===== src/design/fatlb_pkg.sv =====
// Shared types and constants for the fully associative translation buffer.
// Used by the controller, the datapath, the top level and the checker; no dependencies.
package fatlb_pkg;

    // Default sizing, handed to the top level parameters
    localparam int INDEX_BITS_DEF = 4;
    localparam int PFN_BITS_DEF   = 8;

    // Fixed field widths of the stream payload
    localparam int MODE_W = 2;
    localparam int VPN_W  = 8;
    localparam int RW_W   = 2;
    localparam int FPN_W  = 8;

    localparam int S_TDATA_W = 24;
    localparam int S_TUSER_W = MODE_W;
    localparam int M_TDATA_W = 16;

    // Operation codes carried on the input tuser
    typedef enum logic [MODE_W-1:0] {
        MODE_LOOKUP     = 2'd0,
        MODE_INSERT     = 2'd1,
        MODE_INVALIDATE = 2'd2,
        MODE_FLUSH      = 2'd3
    } t_mode;

    // Permission codes
    localparam logic [RW_W-1:0] RW_WRITE = 2'd2;
    localparam logic [RW_W-1:0] RW_RDWR  = 2'd3;

    // Controller states
    typedef enum logic {
        ST_ACCEPT = 1'b0,
        ST_EXEC   = 1'b1
    } t_state;

    // Commands from controller to datapath
    typedef struct packed {
        logic capture;
        logic execute;
    } t_cmd;

endpackage


===== src/design/fatlb_ctrl.sv =====
// Controller for the translation buffer: sequences capture and execute
// beats and owns the output valid flag. Depends on fatlb_pkg.
module fatlb_ctrl import fatlb_pkg::*; (
    input  logic i_clk,
    input  logic i_rst_n,
    input  logic i_s_tvalid,
    output logic o_s_tready,
    output logic o_m_tvalid,
    input  logic i_m_tready,
    output t_cmd o_cmd
);

    t_state r_state, n_state;
    logic   r_out_valid, n_out_valid;
    logic   accept;
    logic   exec_go;

    // State and output valid registers
    always_ff @(posedge i_clk) begin
        if (!i_rst_n) begin
            r_state     <= ST_ACCEPT;
            r_out_valid <= 1'b0;
        end else begin
            r_state     <= n_state;
            r_out_valid <= n_out_valid;
        end
    end

    // Next state and commands
    always_comb begin
        n_state     = r_state;
        n_out_valid = r_out_valid;
        accept      = 1'b0;
        exec_go     = 1'b0;
        if (r_out_valid && i_m_tready) begin
            n_out_valid = 1'b0;
        end
        unique case (r_state)
            ST_ACCEPT: begin
                accept = i_s_tvalid;
                if (i_s_tvalid) begin
                    n_state = ST_EXEC;
                end
            end
            ST_EXEC: begin
                // hold until the output register is free
                if (!r_out_valid || i_m_tready) begin
                    exec_go     = 1'b1;
                    n_out_valid = 1'b1;
                    n_state     = ST_ACCEPT;
                end
            end
            default: begin
                n_state = ST_ACCEPT;
            end
        endcase
    end

    assign o_s_tready      = (r_state == ST_ACCEPT);
    assign o_m_tvalid      = r_out_valid;
    assign o_cmd.capture   = accept;
    assign o_cmd.execute   = exec_go;

endmodule


===== src/design/fatlb_dp.sv =====
// Datapath for the translation buffer: entry cells, parallel compare,
// priority select, update and the result register. Depends on fatlb_pkg.
module fatlb_dp import fatlb_pkg::*; #(
    parameter int INDEX_BITS = INDEX_BITS_DEF,
    parameter int PFN_BITS   = PFN_BITS_DEF
) (
    input  logic             i_clk,
    input  logic             i_rst_n,
    input  t_cmd             i_cmd,
    input  logic [MODE_W-1:0] i_mode,
    input  logic [VPN_W-1:0] i_vpn,
    input  logic [RW_W-1:0]  i_rw,
    input  logic [FPN_W-1:0] i_fill_pfn,
    output logic             o_hit,
    output logic [FPN_W-1:0] o_found_pfn,
    output logic             o_dropped
);

    localparam int NUM_ENTRIES = 1 << INDEX_BITS;

    // Entry cells
    logic [NUM_ENTRIES-1:0] r_valid, n_valid;
    logic [VPN_W-1:0]       r_vpn  [NUM_ENTRIES];
    logic [RW_W-1:0]        r_perm [NUM_ENTRIES];
    logic [PFN_BITS-1:0]    r_pfn  [NUM_ENTRIES];

    // Captured item and match vectors
    t_mode                  r_mode;
    logic [VPN_W-1:0]       r_req_vpn;
    logic [RW_W-1:0]        r_req_rw;
    logic [PFN_BITS-1:0]    r_req_pfn;
    logic [NUM_ENTRIES-1:0] r_lk_match;
    logic [NUM_ENTRIES-1:0] r_vpn_match;

    // Result register
    logic             r_hit;
    logic [FPN_W-1:0] r_found;
    logic             r_dropped;

    logic [RW_W-1:0]        want;
    logic [NUM_ENTRIES-1:0] lk_match, vpn_match;
    logic [PFN_BITS-1:0]    fill_w;
    logic [NUM_ENTRIES-1:0] free_vec, lk_1h, upd_1h, free_1h, ins_1h;
    logic                   any_vpn, any_free;
    logic [PFN_BITS-1:0]    sel_pfn;
    logic [FPN_W-1:0]       sel_fpn;

    // Fit the fill frame to the stored width
    generate
        if (PFN_BITS > FPN_W) begin : g_wide
            assign fill_w  = {{(PFN_BITS-FPN_W){1'b0}}, i_fill_pfn};
            assign sel_fpn = sel_pfn[FPN_W-1:0];
        end else if (PFN_BITS == FPN_W) begin : g_same
            assign fill_w  = i_fill_pfn;
            assign sel_fpn = sel_pfn;
        end else begin : g_narrow
            assign fill_w  = i_fill_pfn[PFN_BITS-1:0];
            assign sel_fpn = {{(FPN_W-PFN_BITS){1'b0}}, sel_pfn};
        end
    endgenerate

    // Compare the incoming item against every entry
    assign want = (i_rw == RW_WRITE) ? RW_RDWR : i_rw;
    always_comb begin
        for (int i = 0; i < NUM_ENTRIES; i++) begin
            vpn_match[i] = r_valid[i] && (r_vpn[i] == i_vpn);
            lk_match[i]  = vpn_match[i] && (r_perm[i] == want);
        end
    end

    // Capture the item and its match vectors
    always_ff @(posedge i_clk) begin
        if (i_cmd.capture) begin
            r_mode      <= t_mode'(i_mode);
            r_req_vpn   <= i_vpn;
            r_req_rw    <= i_rw;
            r_req_pfn   <= fill_w;
            r_lk_match  <= lk_match;
            r_vpn_match <= vpn_match;
        end
    end

    // Pick the lowest-index candidates
    assign free_vec = ~r_valid;
    assign lk_1h    = r_lk_match & (~r_lk_match + NUM_ENTRIES'(1));
    assign upd_1h   = r_vpn_match & (~r_vpn_match + NUM_ENTRIES'(1));
    assign free_1h  = free_vec & (~free_vec + NUM_ENTRIES'(1));
    assign any_vpn  = |r_vpn_match;
    assign any_free = |free_vec;
    assign ins_1h   = any_vpn ? upd_1h : free_1h;

    // Select the frame of the hit entry
    always_comb begin
        sel_pfn = '0;
        for (int i = 0; i < NUM_ENTRIES; i++) begin
            sel_pfn = sel_pfn | (lk_1h[i] ? r_pfn[i] : '0);
        end
    end

    // Next valid bits
    always_comb begin
        n_valid = r_valid;
        if (i_cmd.execute) begin
            unique case (r_mode)
                MODE_INSERT:     n_valid = r_valid | ins_1h;
                MODE_INVALIDATE: n_valid = r_valid & ~r_vpn_match;
                MODE_FLUSH:      n_valid = '0;
                default:         n_valid = r_valid;
            endcase
        end
    end

    always_ff @(posedge i_clk) begin
        if (!i_rst_n) begin
            r_valid <= '0;
        end else begin
            r_valid <= n_valid;
        end
    end

    // Write entry payload on insert or update
    always_ff @(posedge i_clk) begin
        if (i_cmd.execute && (r_mode == MODE_INSERT)) begin
            for (int i = 0; i < NUM_ENTRIES; i++) begin
                if (ins_1h[i]) begin
                    r_vpn[i]  <= r_req_vpn;
                    r_perm[i] <= r_req_rw;
                    r_pfn[i]  <= r_req_pfn;
                end
            end
        end
    end

    // Load the result register
    always_ff @(posedge i_clk) begin
        if (i_cmd.execute) begin
            r_hit     <= (r_mode == MODE_LOOKUP) && (|r_lk_match);
            r_found   <= (r_mode == MODE_LOOKUP) ? sel_fpn : '0;
            r_dropped <= (r_mode == MODE_INSERT) && !any_vpn && !any_free;
        end
    end

    assign o_hit       = r_hit;
    assign o_found_pfn = r_found;
    assign o_dropped   = r_dropped;

endmodule


===== src/design/fully_associative_tlb.sv =====
// A beat is captured together with its parallel compare results; the
// execute step then does priority select and loads the result register
// for the master side. The input takes no new beat while an item is in
// execute, and a stalled result holds execution of the next item.
// Reset (synchronous, active low) clears all valid bits at once and empties
// the output; the block is ready for a beat as soon as reset is released.
module fully_associative_tlb import fatlb_pkg::*; #(
    parameter int INDEX_BITS = INDEX_BITS_DEF,
    parameter int PFN_BITS   = PFN_BITS_DEF
) (
    input  logic                 i_clk,
    input  logic                 i_rst_n,
    input  logic                 i_s_tvalid,
    output logic                 o_s_tready,
    // vpn[7:0], rw[9:8], fill_pfn[17:10], zero[23:18]
    input  logic [S_TDATA_W-1:0] i_s_tdata,
    // mode[1:0]
    input  logic [S_TUSER_W-1:0] i_s_tuser,
    output logic                 o_m_tvalid,
    input  logic                 i_m_tready,
    // hit[0], found_pfn[8:1], dropped[9], zero[15:10]
    output logic [M_TDATA_W-1:0] o_m_tdata
);

    t_cmd             cmd;
    logic             hit;
    logic             dropped;
    logic [FPN_W-1:0] found_pfn;

    fatlb_ctrl u_ctrl (
        .i_clk      (i_clk),
        .i_rst_n    (i_rst_n),
        .i_s_tvalid (i_s_tvalid),
        .o_s_tready (o_s_tready),
        .o_m_tvalid (o_m_tvalid),
        .i_m_tready (i_m_tready),
        .o_cmd      (cmd)
    );

    fatlb_dp #(
        .INDEX_BITS (INDEX_BITS),
        .PFN_BITS   (PFN_BITS)
    ) u_dp (
        .i_clk       (i_clk),
        .i_rst_n     (i_rst_n),
        .i_cmd       (cmd),
        .i_mode      (i_s_tuser),
        .i_vpn       (i_s_tdata[7:0]),
        .i_rw        (i_s_tdata[9:8]),
        .i_fill_pfn  (i_s_tdata[17:10]),
        .o_hit       (hit),
        .o_found_pfn (found_pfn),
        .o_dropped   (dropped)
    );

    // Pack the result beat
    assign o_m_tdata = {6'b0, dropped, found_pfn, hit};

endmodule


===== config.mk =====
export PLATFORM = sky130hd
export DESIGN_NAME = fully_associative_tlb
export DESIGN_NICKNAME = d
export VERILOG_FILES = /design/src/design/fatlb_pkg.sv /design/src/design/fatlb_ctrl.sv /design/src/design/fatlb_dp.sv /design/src/design/fully_associative_tlb.sv
export SDC_FILE = /design/constraint.sdc
export NUM_CORES = 1
export LEC_CHECK = 0
export BUFFER_PORTS_ARGS = -buffer_cell sky130_fd_sc_hd__buf_2
export CAP_MARGIN = 15
export CELL_PAD_IN_SITES_DETAIL_PLACEMENT = 1
export CELL_PAD_IN_SITES_GLOBAL_PLACEMENT = 2
export CORE_UTILIZATION = 40
export CTS_BUF_LIST = sky130_fd_sc_hd__clkbuf_8
export CTS_CLUSTER_DIAMETER = 80
export DETAILED_ROUTE_END_ITERATION = 12
export GPL_TIMING_DRIVEN = 0
export PLACE_DENSITY = 0.68
export SLEW_MARGIN = 5
export SYNTH_ARGS = -nofsm -noshare
export SYNTH_HDL_FRONTEND = slang
export SYNTH_SLANG_ARGS = --single-unit

===== constraint.sdc =====
create_clock -name i_clk -period 3.9 [get_ports i_clk]
set_input_delay 0.585 -clock i_clk [delete_from_list [all_inputs] [get_ports i_clk]]
set_output_delay 0.585 -clock i_clk [all_outputs]
set_load 0.005 [all_outputs]

==> run_results.csv <==
group,metric,value,unit
min_path,whs_path_depth,1,
placement,place_inst,1540,
setup_path,path_cells,"clkbuf_1 -> or3_1 -> clkbuf_1 -> nor4_4 -> nor3b_2 -> a221oi_1 -> a31oi_1",
die,die_y,195,um
global_routing,grt_pass1_wl,60.3,mm
logic_synthesis,synthXorXnorAreaFrac,0.0843,
die,start_util,0.408,
placement,io_buffers,34,
clocking,cts_resized,0,
logic_synthesis,async_flop_share,0,
clocking,post_cts_buffers,0,
logic_synthesis,synth_edf_count,350,
clocking,root_buffer,"clkbuf_8",
routing,drt_pass1_iterations,5,
min_path,min_to,"u_dp.r_mode[0]$_DFFE_PP_",
setup_path,crit_family,"simple AND/OR/NAND/NOR gates",
placement,placed_area,16000,um^2
setup_path,worst-path-buf-inv,2,
finish,fillCellCount,3653,
routing,drt-total-wl,40.4,mm
setup_path,critPathLaunchType,"flop",
logic_synthesis,ys_seq_elements,368,
timing,fmax,0.280,GHz
logic_synthesis,yosysSeqAreaShare,0.727,
setup_path,r2r_cells,7,
die,dieArea,38200,um^2
logic_synthesis,synthMuxAreaShare,0,
setup_path,path_class,"flop to flop",
clocking,cts_sinks,368,
flow_run,maxCapViolations,0,
timing,finClkSkew,29.7,ps
logic_synthesis,yosys.area.top_type,"edfxtp_1",
timing,post-route-period-util,0.916,
logic_synthesis,synth_top_area_share,0.703,
logic_synthesis,synthAdderAreaFrac,0,
die,die_w,195,um
logic_synthesis,synthCells,1018,
routing,antenna_left,0,
finish,areaGrowthSynthToFinish,15.5,%
routing,wl_per_cell,24.3,um
logic_synthesis,synth_common_cells,"350 x edfxtp_1, 88 x xnor2_1, 56 x xor2_1",
timing,whs,156,ps
timing,period_minus_slack,3570,ps
logic_synthesis,synth_warnings,0,
logic_synthesis,synth-simple-area-share,0.0951,
setup_path,cpPeakStageDelay,760,ps
clocking,cts_max_level,3,
finish,antenna_cells,0,
timing,tightestPinTransition,1180,ps
clocking,clk_latency,610,ps
logic_synthesis,synth_flop_cell,"edfxtp_1",
min_path,holdCritPathClass,"primary input to flop",
global_routing,grt_pass1_vias,9320,
placement,dp_hpwl,26.3,mm
routing,via_count,8971,
finish,finalNetCount,1173,
timing,rsz0062_at_grt,"no",
setup_path,r2r_end,"u_dp.o_found_pfn[2]$_SDFFCE_PN0P_",
placement,gp_congestion,0.791,
clocking,path_clk_slew,60,ps
clocking,cts_tree,"done",
setup_path,cp.arrival,4000,ps
die,pin_count,48,
logic_synthesis,synth_most_common_cell,"edfxtp_1",
logic_synthesis,synth.area.top_cells,"edfxtp_1 70%, xnor2_1 5.2%, xor2_1 3.3%",
setup_path,rrSetupSlack,330,ps
setup_path,r2r-start,"u_dp.r_lk_match[6]$_DFFE_PP_",
setup_path,slowest_stage,"nor3b_2",
global_routing,antenna_found_initial,2,
run_status,outcome,"complete, no violations",
routing,drc_errors,0,
setup_path,cp_max_fo,10,
finish,fin_cells,1662,
logic_synthesis,synth_compound_area_frac,0.0721,
die,core.rowCount,70,
logic_synthesis,syn_area_per_cell,14.7,um^2
logic_synthesis,netlist-cell-type-count,52,
global_routing,grt_usage,0.219,
global_routing,grt_max_degree,24,
clocking,cts_buffer_depth,3,
min_path,hp-start,"i_s_tuser[0]",
power_and_ir_drop,p_per_area,472,nW/um^2
routing,vias_per_cell,5.40,
finish,design_area,17300,um^2
timing,slew_viol_final,0,
power_and_ir_drop,power,8.15,mW
timing,finalSetupViolations,0,
logic_synthesis,synth_top_family_by_area,"simple AND/OR/NAND/NOR gates",
setup_path,cp_common_cell,"clkbuf_1",
setup_path,critPathRequiredTime,4320,ps
timing,relSlewSlack,0.204,
finish,drive_gt1_frac,0.138,
routing,drtIter0Drc,588,
power_and_ir_drop,ir_worst_vdd,0.313,mV
logic_synthesis,syn-cell-area,15000,um^2
global_routing,grt.overflow.total,0,
timing,hold_viol_final,0,
die,core,36700,um^2
setup_path,crit_path_end_kind,"flop",
power_and_ir_drop,p_leak,5.56,nW
clocking,cts_hold_buf,0,
clocking,numCtsBuffers,66,
-- power breakdown --
| group | internal [mW] | switching, mW | leakage [nW] | total (mW) |
|---|---|---|---|---|
| clock | 1.68 | 1.63 | 0.652 | 3.31 |
| combinational | 0.124 | 0.233 | 1.56 | 0.357 |
| sequential | 4.39 | 0.0925 | 3.34 | 4.48 |
-- worst register-to-register path, stage by stage (launching register included) --
cell      delay, ps
edfxtp_1        380
clkbuf_1        270
or3_1           400
clkbuf_1        290
nor4_4          660
nor3b_2         770
a221oi_1        340
a31oi_1         290
-- flip-flops by register name, summed over array words and instances, names as in the netlist --
signal	count
u_ctrl.o_m_tvalid	1
u_dp.o_hit	1
u_dp.r_req_vpn	8
u_dp.o_dropped	1
u_dp.o_found_pfn	8
u_dp.r_lk_match	16
u_dp.r_mode	2
u_ctrl.r_state	1
u_dp.r_req_rw	2
u_dp.r_pfn	128
u_dp.r_perm	32
u_dp.r_req_pfn	8
u_dp.r_vpn_match	16
u_dp.r_vpn	128
u_dp.r_valid	16
-- metal layers --
metal | vias up | share of wire | GRT usage
li1 | 4099 | - | -
met1 | 4558 | 0.48 | 0.323
met2 | 257 | 0.45 | 0.325
met3 | 57 | 0.052 | 0.0387
met4 | 0 | 0.021 | 0.0761
met5 | - | 0 | 0
-- stage by stage --
stage / setup TNS (ps) / util / setup WS (ps)
finish: 0 / 0.471 / 326
global route: 0 / 0.471 / 81.2
CTS: 0 / 0.469 / 121
detailed placement: -975 / 0.437 / -54.2
global placement: -205840 / 0.429 / -1600
floorplan: 0 / - / 428
-- cells in the final DEF, fill, tap and decap left out, types with 3 or more instances in the layout --
cell type,netlist,layout
a32oi_1,4,4
clkinvlp_4,0,5
buf_4,8,9
or3_1,3,3
nand2b_1,10,10
o21a_1,7,7
nor2b_1,37,36
and3_1,20,20
nand4_1,20,20
a31oi_1,25,25
nor4_1,18,18
edfxtp_1,350,350
dfxtp_1,18,18
buf_2,1,35
buf_1,4,4
nor2_2,0,8
clkbuf_1,47,47
a221oi_1,30,30
nand2_1,49,49
buf_6,0,4
nand3_1,11,11
inv_1,18,33
xnor2_1,88,88
clkinv_2,0,9
buf_16,0,3
o21ai_0,48,48
a21oi_1,25,22
clkbuf_8,0,67
xor2_1,56,56
o31ai_1,3,3
or4_1,5,5
nor2_1,41,33
nor3_1,30,29
o211ai_1,8,8
clkinv_1,0,20
conb_1,1,6
buf_8,0,9
-- kinds of logic (layout without fill, tap and decap cells) --
family                 after synthesis  after routing
AND/OR/NAND/NOR                    262            262
flip-flops                         368            368
buffers and inverters               78            249
AO/OA/AOI/OAI                      165            165
other                                1              6
XOR/XNOR                           144            144
-- worst max-delay path by stage --
| stage | startpoint | end | slack, ps | cells past startpoint |
|---|---|---|---|---|
| floorplan | u_dp.r_vpn_match[12]$_DFFE_PP_ | u_dp.r_perm[0][2]$_DFFE_PP_ | 430 | 5 |
| global placement | i_m_tready | u_dp.r_pfn[1][49]$_DFFE_PP_ | -1600 | 7 |
| detailed placement | i_m_tready | u_dp.r_pfn[1][29]$_DFFE_PP_ | -50 | 8 |
| CTS | u_dp.r_vpn_match[1]$_DFFE_PP_ | u_dp.r_pfn[1][57]$_DFFE_PP_ | 120 | 6 |
| global route | u_dp.r_lk_match[6]$_DFFE_PP_ | u_dp.o_found_pfn[2]$_SDFFCE_PN0P_ | 80 | 7 |
| finish | u_dp.r_lk_match[6]$_DFFE_PP_ | u_dp.o_found_pfn[2]$_SDFFCE_PN0P_ | 330 | 7 |
-- final cells by class --
| class | instances | area (um^2) | area share |
|---|---|---|---|
| Sequential cell | 368 | 10900 | 0.629 |
| Multi-Input combinational cell | 577 | 3850 | 0.223 |
| Clock buffer | 67 | 922 | 0.0534 |
| Tap cell | 468 | 586 | 0.0339 |
| Timing Repair Buffer | 52 | 460 | 0.0267 |
| Clock inverter | 52 | 262 | 0.0151 |
| Buffer | 60 | 256 | 0.0148 |
| Inverter | 18 | 67.6 | 0.00391 |
(Power assumes the default switching activity.)
